--- src/design/mpfb_pkg.sv ---
// Shared types and constants for the page framebuffer text renderer.
package mpfb_pkg;

    localparam int FUNC_W = 3;

    localparam logic [FUNC_W-1:0] FUNC_FILL       = 3'd0;
    localparam logic [FUNC_W-1:0] FUNC_PIXEL      = 3'd1;
    localparam logic [FUNC_W-1:0] FUNC_SET_CURSOR = 3'd2;
    localparam logic [FUNC_W-1:0] FUNC_CHAR       = 3'd3;
    localparam logic [FUNC_W-1:0] FUNC_LOAD_GLYPH = 3'd4;
    localparam logic [FUNC_W-1:0] FUNC_READ_BYTE  = 3'd5;

    localparam logic CFG_FONT_WIDTH  = 1'b0;
    localparam logic CFG_FONT_HEIGHT = 1'b1;

    localparam logic [7:0] FIRST_CHAR = 8'd32;
    localparam logic [7:0] LAST_CHAR  = 8'd126;
    localparam int         CHAR_COUNT = 95;

    localparam logic [7:0] BYTE_ONES = 8'hFF;
    localparam logic [7:0] BIT_ONE   = 8'h01;

    localparam logic [4:0] FONT_WIDTH_RST  = 5'd7;
    localparam logic [4:0] FONT_HEIGHT_RST = 5'd10;

    // Commands from the controller to the datapath.
    typedef struct packed {
        logic load;        // request accepted, latch its fields
        logic fill_start;  // start a fill sweep with the latched color
        logic sweep;       // write one byte of the sweep
        logic char_init;   // clear the glyph row and column counters
        logic glyph_rd;    // fetch the glyph row for the current row counter
        logic pix_rd;      // read the byte under the current pixel
        logic pix_wr;      // write back the modified byte
        logic col_step;    // next column
        logic row_step;    // next row, column back to zero
        logic cur_adv;     // advance the cursor by the font width
        logic byte_rd;     // read the byte at the requested address
        logic fin;         // load the result into the output register
    } mpfb_cmd_t;

    // Status from the datapath to the controller.
    typedef struct packed {
        logic [FUNC_W-1:0] func;
        logic              char_ok;
        logic              size_zero;
        logic              sweep_last;
        logic              col_last;
        logic              row_last;
        logic              out_free;
    } mpfb_status_t;

endpackage

--- src/design/mpfb_ctrl.sv ---
// Controller state machine of the page framebuffer text renderer.
module mpfb_ctrl (
    input  logic                         aclk,
    input  logic                         aresetn,
    input  logic                         s_valid,
    output logic                         s_ready,
    input  mpfb_pkg::mpfb_status_t       status,
    output mpfb_pkg::mpfb_cmd_t          cmd
);

    localparam logic [3:0] S_CLEAR = 4'd0;
    localparam logic [3:0] S_IDLE  = 4'd1;
    localparam logic [3:0] S_DEC   = 4'd2;
    localparam logic [3:0] S_FILL  = 4'd3;
    localparam logic [3:0] S_GROW  = 4'd4;
    localparam logic [3:0] S_PRD   = 4'd5;
    localparam logic [3:0] S_PWR   = 4'd6;
    localparam logic [3:0] S_CADV  = 4'd7;
    localparam logic [3:0] S_RDB   = 4'd8;
    localparam logic [3:0] S_FIN   = 4'd9;

    logic [3:0] state_reg;
    logic [3:0] state_next;

    assign s_ready = (state_reg == S_IDLE);

    always_comb begin
        state_next = state_reg;
        cmd        = '0;
        unique case (state_reg)
            S_CLEAR: begin
                cmd.sweep = 1'b1;
                if (status.sweep_last) begin
                    state_next = S_IDLE;
                end
            end
            S_IDLE: begin
                if (s_valid) begin
                    cmd.load   = 1'b1;
                    state_next = S_DEC;
                end
            end
            S_DEC: begin
                unique case (status.func)
                    mpfb_pkg::FUNC_FILL: begin
                        cmd.fill_start = 1'b1;
                        state_next     = S_FILL;
                    end
                    mpfb_pkg::FUNC_PIXEL: begin
                        state_next = S_PRD;
                    end
                    mpfb_pkg::FUNC_CHAR: begin
                        if (!status.char_ok) begin
                            state_next = S_FIN;
                        end else if (status.size_zero) begin
                            state_next = S_CADV;
                        end else begin
                            cmd.char_init = 1'b1;
                            state_next    = S_GROW;
                        end
                    end
                    mpfb_pkg::FUNC_READ_BYTE: begin
                        state_next = S_RDB;
                    end
                    default: begin
                        state_next = S_FIN;
                    end
                endcase
            end
            S_FILL: begin
                cmd.sweep = 1'b1;
                if (status.sweep_last) begin
                    state_next = S_FIN;
                end
            end
            S_GROW: begin
                cmd.glyph_rd = 1'b1;
                state_next   = S_PRD;
            end
            S_PRD: begin
                cmd.pix_rd = 1'b1;
                state_next = S_PWR;
            end
            S_PWR: begin
                cmd.pix_wr = 1'b1;
                if (status.func != mpfb_pkg::FUNC_CHAR) begin
                    state_next = S_FIN;
                end else if (!status.col_last) begin
                    cmd.col_step = 1'b1;
                    state_next   = S_PRD;
                end else if (!status.row_last) begin
                    cmd.row_step = 1'b1;
                    state_next   = S_GROW;
                end else begin
                    state_next = S_CADV;
                end
            end
            S_CADV: begin
                cmd.cur_adv = 1'b1;
                state_next  = S_FIN;
            end
            S_RDB: begin
                cmd.byte_rd = 1'b1;
                state_next  = S_FIN;
            end
            S_FIN: begin
                // Wait here only while the previous result is still unclaimed.
                if (status.out_free) begin
                    cmd.fin    = 1'b1;
                    state_next = S_IDLE;
                end
            end
            default: begin
                state_next = S_IDLE;
            end
        endcase
    end

    always_ff @(posedge aclk) begin
        if (!aresetn) begin
            state_reg <= S_CLEAR;
        end else begin
            state_reg <= state_next;
        end
    end

endmodule

--- config.mk ---
export PLATFORM = sky130hd
export DESIGN_NAME = mpfb_ctrl
export DESIGN_NICKNAME = d
export VERILOG_FILES = /design/src/design/mpfb_pkg.sv /design/src/design/mpfb_ctrl.sv
export SDC_FILE = /design/constraint.sdc
export NUM_CORES = 1
export LEC_CHECK = 0
export BUFFER_PORTS_ARGS = -buffer_cell sky130_fd_sc_hd__buf_4
export CAP_MARGIN = 10
export CORE_MARGIN = 2
export CORE_UTILIZATION = 35
export DETAILED_ROUTE_END_ITERATION = 8
export PLACE_DENSITY = 0.67
export SKIP_CTS_REPAIR_TIMING = 1
export SLEW_MARGIN = 40
export SYNTH_ARGS = -nofsm -noshare
export SYNTH_HDL_FRONTEND = slang
export SYNTH_SLANG_ARGS = --single-unit
--- constraint.sdc ---
create_clock -name aclk -period 1.8 [get_ports aclk]
set_input_delay 0.27 -clock aclk [delete_from_list [all_inputs] [get_ports aclk]]
set_output_delay 0.27 -clock aclk [all_outputs]
set_load 0.02 [all_outputs]
Word-level counts from Yosys, hierarchy flattened
Index checks and enable logic that the tools add are counted.
Word-level totals
  register bits: 4
  bits of input ports: 12
  logic and storage cells: 54
Cells by class
  equality and inequality tests: 17
  multiplexer cells: 31
  reduce and logical (&&, ||, !) cells: 5
Operator list (number)
  $pmux 4 s9: 1
  $mux 4: 7
  $mux 1: 18
  $eq 4x3->1 const B: 4
  $pmux 4 s4: 1
  $eq 4x2->1 const B: 2
  $eq 4x4->1 const B: 2
  $ne 2x2->1 const B: 4
  $mux 2: 3
  $eq 4x1->1 const B: 1
  $logic_not 4->1: 1
  $reduce_and 4->1: 1
  $reduce_or 2->1: 2
  $eq 3x1->1 const B: 1
  $eq 3x2->1 const B: 1
  $eq 3x3->1 const B: 1
  $logic_not 3->1: 1
  $mux 3: 1
  $ne 3x2->1 const B: 1

Depth between registers and ports, before layout
Gate-level depths: netlist (run 1).
  word-level depth: 4
  mapped depth: 6

Worst setup path after synthesis (run 1)
Ideal clock, no wire load.
  kind: register to output
  from: register state_reg[0]
  to: output cmd[11] in the netlist's numbering
  data arrival time: 1.557 ns
  required time: 1.530 ns
  setup slack: -0.027 ns
  cell stages (with the launch flop): 5
  path buffers: 1
  cells stage by stage: dfxtp_1 > buf_2 > nand2b_1 > nor3_1 > and2_1
RTL lines
  start, declared: RTL line mpfb_ctrl.sv:22  | logic [3:0] state_reg;
  start signal, assigned: RTL line mpfb_ctrl.sv:123  | state_reg <= state_next;
  end, declared: RTL line mpfb_ctrl.sv:8  | output mpfb_pkg::mpfb_cmd_t cmd

==> results of run 1 <==
==> metrics by stage <==
| stage | setup TNS [ns] | area (um^2) | power, W | std cells | setup slack [ns] |
|---|---|---|---|---|---|
| detailed placement | 0 | 742 | 0.000270 | 112 | 0.242 |
| CTS | 0 | 764 | 0.000381 | 115 | 0.00567 |
| finish | 0 | 806 | 0.000386 | 116 | 0.0666 |
| global placement | 0 | 742 | 0.000266 | 112 | 0.268 |
| global route | -0.0179 | 806 | 0.000411 | 116 | -0.0179 |
| floorplan | 0 | 538 | 0.000203 | 73 | 0.137 |
==> final timing paths <==
kind / cells after the start / endpoint / startpoint / slack (ns)
worst max-delay path: 3 / cmd[10] / state_reg[3] / 0.07
worst min-delay path: 2 / state_reg[3] / aresetn / 0.33
worst max register to register: 5 / state_reg[1] / state_reg[3] / 0.20
worst min register to register: 3 / state_reg[1] / state_reg[1] / 0.65
==> cells in the mapped netlist <==
library cell and count:
nand2_1 6, nor3_1 5, a21oi_1 4, dfxtp_1 4, nand2b_1 4, nor2_1 4
nor2b_1 4, o21ai_0 4, a31oi_1 3, buf_2 3, inv_1 3, mux2i_1 2
nand3b_1 2, nor3b_1 2, nor4_1 2, nor4b_2 2, a2111oi_0 1, a2111oi_2 1
a211oi_1 1, a21o_1 1, and2_1 1, and3_4 1, and3b_1 1, and4_1 1
and4bb_1 1, buf_4 1, clkbuf_1 1, nand4b_1 1, nor4bb_1 1, o21ai_1 1
o22ai_1 1, o311a_1 1, o41ai_1 1, or3b_1 1, or4_1 1
==> cell type report <==
| cell class | count | area, um^2 | share of cell area, % |
|---|---|---|---|
| multi-input cells | 61 | 445 | 55.3 |
| repair buffers | 29 | 225 | 28.0 |
| flip-flops and latches | 4 | 81.3 | 10.1 |
| clock buffers | 3 | 22.5 | 2.80 |
| well taps | 16 | 20.0 | 2.48 |
| inverters | 3 | 11.3 | 1.40 |
==> kinds of logic after synthesis <==
family / Yosys count / synth area share, %
AOI/OAI and AO/OA: 19 / 23.9
buffers and inverters: 8 / 7.04
DFF: 4 / 15.0
muxes: 2 / 3.76
and+or+nand+nor: 40 / 50.2
==> power groups by stage <==
stage	logic [W]	registers (W)	clock network (W)
2_1_floorplan	0.000101	0.000102	0
3_3_place_gp	0.000160	0.000105	0
3_5_place_dp	0.000163	0.000106	0
4_1_cts	0.000164	0.000105	0.000112
5_1_grt	0.000183	0.000109	0.000119
6_report	0.000170	0.000108	0.000109
==> layer usage <==
layer  global-route usage (%)  vias to the layer above  routed length [um]
li1                         -                      332                   -
met5                        0                        -                   0
met1                     21.3                      311                 729
met2                     30.9                       25                 881
met3                     2.55                        0                  76
met4                     7.27                        0                   0
==> results.md, run 1 <==
- Status: complete, no violations
- Root Driver: clkbuf_4
- Critical-path cell list: nor4b_4, nor4b_4, buf_4
- Syn_area_per_cell: 7.30 um^2
- Drt first pass iters: 4
- Min-delay worst type: in -> reg
- Clock power share: 28.1%
- Post-synthesis sequential area ratio: 15.0%
- Max FO, Critical Path: 3
- Area contributors post-synth: dfxtp_1, nor4b_2, nand2b_1
- CTS Buffer Depth: 2
- Unique masters post-synth: 35
- Pwr/cell area: 479 nW/um^2
- TritonCTS Buffers: 3
- IO Count: 25
- Rows: 14
- Most area-hungry cell type in the Yosys netlist: dfxtp_1
- # fillers: 155
- P_sw: 0.000136 W
- Initial Utilization: between 30% and 40%
- Remaining DRCs: 0
- Vias per Instance: between 5 and 6
- Fin nets: 114
- Slowest CP cell: nor4b_4
- WP data arrival: 1.46 ns
- Critical Path Most Common Cell: nor4b_4
- Detail Placement HPWL: 1.22 mm
- Switching part of the total: 35.4%
- I/O Buffers: 24
- Slowest stage delay, CP: 0.36 ns
- Tmin final: 1.73 ns
- Die span in y: 43.0 um
- Initial antenna violation count: 0
- Crit Path Class: reg -> out
- Synth Instances: 73
- Post-route ant nets: 0
- Syn_nets: 85
- Share of post-route cells with drive strength above 1: 40.0%
- First-pass GRT wire length: approximately 2.5 mm
- Max cap viols: 0
- CORE AREA: approximately 1500 um^2
- Headroom to the max-slew limit: 69.7%
- Buf+Inv Stages, Crit Path: 1
- Flop pwr share: between 20% and 30%
- Clock transition at path regs: 0.04 ns
- Area growth from synthesis to layout: 51.2%
- Final setup violation count: 0
- Hold WS: 0.330 ns
- Gpl congestion: a little under 0.8
- Max Fclk: between 500 and 600 MHz
- Largest net degree at the start of global routing: 19
- Synthesized flop and latch total: 4
- N_diodes: 0
- Crit end category: output pin
- Final hold vios: 0
- GRT Util Overall: 17.7%
- Drt total wl: roughly 1.7 mm
- Yosys warns: 0
- CTS tree: done
- Cell Int Power: roughly 0.00025 W
- Setup Skew: 0.00243 ns
- Slew @ Worst Pin: 0.443 ns
- Startpoint Class: flip-flop
- Post-synthesis cell area: 533 um^2
- H-tree depth: 1
- Number of global-route vias before repair: 621
- VDD IR max: 0.000237 V
- CP delay by family, top: simple AND/OR/NAND/NOR gates
- Finished Core Util: between 50% and 60%
- 1st-iter DRT viols: 12
- Routed vias: ~670
- GRT overflow: 0
- Final cycle utilization of the critical path: 96.3%
- Share of total power in combinational logic: a little over two fifths
- Slew Viols, Final: 0
- Sink Count: 4
- Clk_lat worst skew: between 0.2 and 0.25 ns
- Leak Pwr: 0.346 nW
- Post-synth top area share: 15.0%
- Drt wl/cell: 14.6 um
- Most common cell after layout, fill and taps aside: buf_4
- Number of flip-flops in the largest register: 4
- Most frequent cells in the layout: buf_4, nand2_1
- Required time worst endpoint: roughly 1.5 ns
- Die area: 1850 um^2
- Die Wd: about 43 um
(Power assumes the default switching activity.)
==> run 2: changes to the inputs <==
--- a/config.mk
+++ b/config.mk
@@ -7,12 +7,13 @@
 export LEC_CHECK = 0
 export BUFFER_PORTS_ARGS = -buffer_cell sky130_fd_sc_hd__buf_4
 export CAP_MARGIN = 10
-export CORE_MARGIN = 2
-export CORE_UTILIZATION = 35
+export CORE_AREA = 2 2 39 41
 export DETAILED_ROUTE_END_ITERATION = 8
-export PLACE_DENSITY = 0.67
+export DIE_AREA = 0 0 41 43
+export PLACE_DENSITY = 0.74
 export SKIP_CTS_REPAIR_TIMING = 1
 export SLEW_MARGIN = 40
 export SYNTH_ARGS = -nofsm -noshare
 export SYNTH_HDL_FRONTEND = slang
 export SYNTH_SLANG_ARGS = --single-unit
+export TNS_END_PERCENT = 100
==> run 2 against run 1 <==
Core utilization is 2.2 points higher. Non-clock buffer count is 1 lower. Critical path type unchanged. Clock-buffer cell count stayed put. Combinational power is 5% lower. Largest cell class unchanged. Register-to-register slack better by 0.09 ns. Flip-flop and latch count stayed put.
==> results.md, run 2 (synthesized netlist as in run 1, its figures left out) <==
- Sink Count: 4
- Initial antenna violation count: 0
- CTS tree: done
- Routed vias: 651
- Rows: 14
- Number of global-route vias before repair: approximately 550
- Drt first pass iters: 3
- Setup slack after layout: 0.0996 ns
- Leak Pwr: 0.338 nW
- Max cap viols: 0
- Tmin final: 1.70 ns
- Most frequent cells in the layout: buf_4, nand2_1
- Setup Skew: 0.00516 ns
- Gpl congestion: 0.837
- Final hold vios: 0
- Reg2reg end: state_reg[1]
- # fillers: 139
- N_diodes: 0
- Reg-to-reg slack, setup: between 0.2 and 0.3 ns
- IO Count: 25
- Worst R2R Path Depth: 5
- Drt total wl: 1.48 mm
- Startpoint Class: flip-flop
- Min-delay worst type: in -> reg
- Detail Placement HPWL: 1.15 mm
- 1st-iter DRT viols: 7
- Hold Crit Depth: 2
- Multi-input gate area: 438 um^2
- Headroom to the max-slew limit: 72.6%
- Share of post-route cells with drive strength above 1: 39.4%
- Crit end category: output pin
- GRT overflow: 0
- First-pass GRT wire length: 2.17 mm
- FF-to-FF Start: state_reg[3]
- Vias per Instance: 5.66
- Final TNS setup: 0 ns
- CTS Buffer Depth: 2
- Seq. cell area: 86.3 um^2
- Pwr/cell area: 490 nW/um^2
- Die area: roughly 1800 um^2
- Finished Core Util: 57.0%
- Crit Path Class: reg -> out
- Status: complete, no violations
- Remaining DRCs: 0
- TritonCTS Buffers: 3
- GRT Util Overall: 18.6%
- H-tree depth: 1
- Dpl cells: approximately 110
- Final instance count without filler cells: 115
- Final setup violation count: 0
- Clk_lat worst skew: approximately 0.24 ns
- Required time worst endpoint: 1.53 ns
- Fin nets: 113
- Most common cell after layout, fill and taps aside: buf_4
- CORE AREA: 1380 um^2
- Die span in y: 43 um
- WP data arrival: 1.43 ns
- Slew @ Worst Pin: 0.400 ns
- Drt wl/cell: approximately 13 um
- I/O Buffers: 24
- Area growth from synthesis to layout: 47.9%
- Final cycle utilization of the critical path: 94.5%
- Max Fclk: 588 MHz
- VDD IR max: about 0.0004 V
- Largest net degree at the start of global routing: 12
- Slew Viols, Final: 0
- Max FO, Critical Path: 10
- Post-route ant nets: 0
- Initial Utilization: 38.5%
- Setup WS pre-CTS: 0.210 ns
- Crit path from: state_reg[0]
- Final instance area: between 700 and 800 um^2
- Die Wd: a little over 40 um
- Root Driver: clkbuf_4
- Unrepaired setup endpoints after global routing: false
- Hold path start: aresetn
- Placed Instance Area: 742 um^2
- Number of flip-flops in the largest register: 4
- Worst Hold End: state_reg[2]
- Clock transition at path regs: ~0.04 ns
==> run 2: power breakdown <==
| part | switching (W) | internal, W | leakage [nW] | total (W) |
|---|---|---|---|---|
| combinational | 0.0000844 | 0.0000780 | 0.290 | 0.000162 |
| clock | 0.0000386 | 0.0000747 | 0.0138 | 0.000113 |
| sequential | 0.0000141 | 0.0000967 | 0.0341 | 0.000111 |
==> run 2: cell type report <==
cell class | instances | share of cell area [%]
multi-input combinational | 61 | 55.6
timing repair buffer | 28 | 26.7
sequential | 4 | 11.0
clock buffer | 3 | 2.86
tap | 16 | 2.54
inverter | 3 | 1.43
==> run 2: critical path: stages, from the launching register on <==
cell     delay, ns
dfxtp_4       0.37
nor4b_4       0.33
and3_4        0.23
nor2b_1       0.12
buf_4         0.14
==> run 2: worst max path at each step <==
stage                     endpoint  slack, ns  cells after the start
after floorplan             cmd[3]       0.14                      4
after global placement     cmd[10]       0.26                      3
after detailed placement   cmd[10]       0.21                      3
after CTS                  cmd[10]      -0.06                      3
after global routing        cmd[8]      0.008                      4
final                       cmd[8]        0.1                      4
==> run 2: routing by layer <==
metal	wire (um)	track usage (%)	share of wire [%]
met1	651	20.8	44
met4	32	10.0	2.2
met2	707	30.0	48
met3	87	4.71	5.9
met5	0	0	0
==> run 2: per-stage QoR <==
stage / hold WS (ns) / total power (W)
5_1_grt: 0.317 / 0.000410
3_5_place_dp: 0.559 / 0.000268
6_report: 0.311 / 0.000386
4_1_cts: 0.309 / 0.000385
3_3_place_gp: 0.557 / 0.000265
2_1_floorplan: 0.401 / 0.000203
==> run 3: changes to the inputs <==
--- a/config.mk
+++ b/config.mk
@@ -5,12 +5,13 @@
 export SDC_FILE = /design/constraint.sdc
 export NUM_CORES = 1
 export LEC_CHECK = 0
+export ABC_AREA = 0
 export BUFFER_PORTS_ARGS = -buffer_cell sky130_fd_sc_hd__buf_4
 export CAP_MARGIN = 10
-export CORE_AREA = 2 2 39 41
+export CORE_MARGIN = 2
+export CORE_UTILIZATION = 25
 export DETAILED_ROUTE_END_ITERATION = 8
-export DIE_AREA = 0 0 41 43
-export PLACE_DENSITY = 0.74
+export PLACE_DENSITY = 0.52
 export SKIP_CTS_REPAIR_TIMING = 1
 export SLEW_MARGIN = 40
 export SYNTH_ARGS = -nofsm -noshare
==> run 3 against run 2 <==
Via count rose by 3.1%. Sequential power fell by 5%. Global-route usage decreased by 4.6 points. Hold slack better by 0.0061 ns. Sequential share of layout area fell by 1.2 points. Register-to-register slack worse by 0.20 ns. Setup slack got worse by 0.0071 ns. Largest cell class unchanged. Largest power group unchanged. Highest routed layer unchanged.
==> results.md, run 3 (synthesized netlist as in run 1, its figures left out) <==
- Most frequent cells in the layout: buf_4, nand2_1
- Vias per Instance: 5.24
- Pwr/cell area: 471 nW/um^2
- Max FO, Critical Path: 16
- Die Wd: roughly 50 um
- Tmin final: between 1.5 and 2 ns
- Clock power share: around 28%
- N_diodes: 0
- Drt total wl: 1.60 mm
- Status: complete, no violations
- Switching part of the total: between 30% and 40%
- Clk_lat worst skew: 0.23 ns
- Rows: 16
- Tot Pwr: 0.000388 W
- Die area: approximately 2500 um^2
- Die span in y: roughly 50 um
- Hold path start: aresetn
- Drt wl/cell: 12.5 um
- Detail Placement HPWL: 1.24 mm
- Max cap viols: 0
- CORE AREA: 1980 um^2
- I/O Buffers: 24
- Max Fclk: 586 MHz
- Final TNS setup: 0 ns
- Worst R2R Path Depth: 6
- Drt first pass iters: 4
- Largest net degree at the start of global routing: 19
- Number of global-route vias before repair: 609
- Startpoint Class: flip-flop
- Reg-to-reg slack, setup: about 0.093 ns
- Number of flip-flops in the largest register: 4
- TritonCTS Buffers: 3
- Headroom to the max-slew limit: a little over two thirds
- Min-delay worst type: in -> reg
- Cell Int Power: between 0.0002 and 0.0003 W
- Worst Hold End: state_reg[3]
- GRT overflow: 0
- Area growth from synthesis to layout: 54.5%
- Gpl congestion: 0.769
- 1st-iter DRT viols: 9
- H-tree depth: 1
- Routed vias: 671
- Final setup violation count: 0
- Share of post-route cells with drive strength above 1: 38.6%
- IO Count: 25
- Initial Utilization: between 20% and 30%
- Root Driver: clkbuf_4
- Setup Skew: roughly 0.0042 ns
- Unrepaired setup endpoints after global routing: true
- Crit Path Class: reg -> reg
- Remaining DRCs: 0
- Reg2reg end: state_reg[1]
- Post-route ant nets: 0
- Clock transition at path regs: 0.03 ns
- Slew Viols, Final: 0
- Hold WS: 0.317 ns
- Final cycle utilization of the critical path: a little over nine tenths
- CTS Buffer Depth: 2
- VDD IR max: 0.000214 V
- WP data arrival: 1.80 ns
- FF-to-FF Start: state_reg[3]
- GRT Util Overall: 14.0%
- Most common cell after layout, fill and taps aside: buf_4
- Placed Instance Area: 763 um^2
- Required time worst endpoint: 1.90 ns
- First-pass GRT wire length: 2.64 mm
- Crit end category: flip-flop
- Final instance area: 823 um^2
- Slew @ Worst Pin: ~0.44 ns
- Flop pwr share: 27.2%
- CTS tree: done
- Leak Pwr: 0.349 nW
- P_sw: 0.000135 W
- Initial antenna violation count: 0
- Hold Crit Depth: 2
- Share of total power in combinational logic: 44.9%
- Final hold vios: 0
- Sink Count: 4
- Fin nets: 115
## run 3: layout make-up
| class | count | area, um^2 |
|---|---|---|
| inverter | 3 | 11.3 |
| fill | 220 | 1160 |
| tap | 27 | 33.8 |
| multi-input combinational | 61 | 443 |
| clock buffer | 3 | 22.5 |
| sequential | 4 | 80.1 |
| timing repair buffer | 30 | 233 |
## run 3: per-stage QoR
stage,worst slack (ns),utilization (%),instances
after floorplan,0.137,-,73
after global placement,0.201,38.5,124
after detailed placement,0.204,38.5,124
after CTS,0.0124,39.6,127
after global routing,-0.0124,41.5,128
final,0.0925,41.5,128
## run 3: worst max path at each step
stage	startpoint	endpoint	slack [ns]	depth (start not counted)
finish	state_reg[3]	state_reg[1]	0.09	6
global route	state_reg[3]	state_reg[1]	-0.01	6
CTS	state_reg[2]	cmd[10]	0.01	3
detailed placement	state_reg[3]	state_reg[1]	0.20	5
global placement	state_reg[3]	state_reg[1]	0.20	5
floorplan	state_reg[1]	cmd[3]	0.14	4
## run 3: critical path, cell delays in order (launching register included)
cell	delay, ns
dfxtp_1	0.38
buf_6	0.18
and4bb_1	0.24
buf_4	0.14
and4_1	0.19
a2111oi_2	0.33
o22ai_1	0.11
## run 3: power groups by stage
stage	logic, W	registers, W	clock network, W
after floorplan	0.000101	0.000102	0
after global placement	0.000171	0.000105	0
after detailed placement	0.000171	0.000105	0
after CTS	0.000171	0.000104	0.000114
after global routing	0.000193	0.000107	0.000128
final	0.000174	0.000105	0.000108
## run 3: routing by layer
layer	track usage [%]	vias to the layer above	share of wire, %
li1	-	334	-
met1	16.3	304	46
met2	23.0	31	47
met3	3.27	2	6.3
met4	8.33	0	0.88
met5	0	-	0
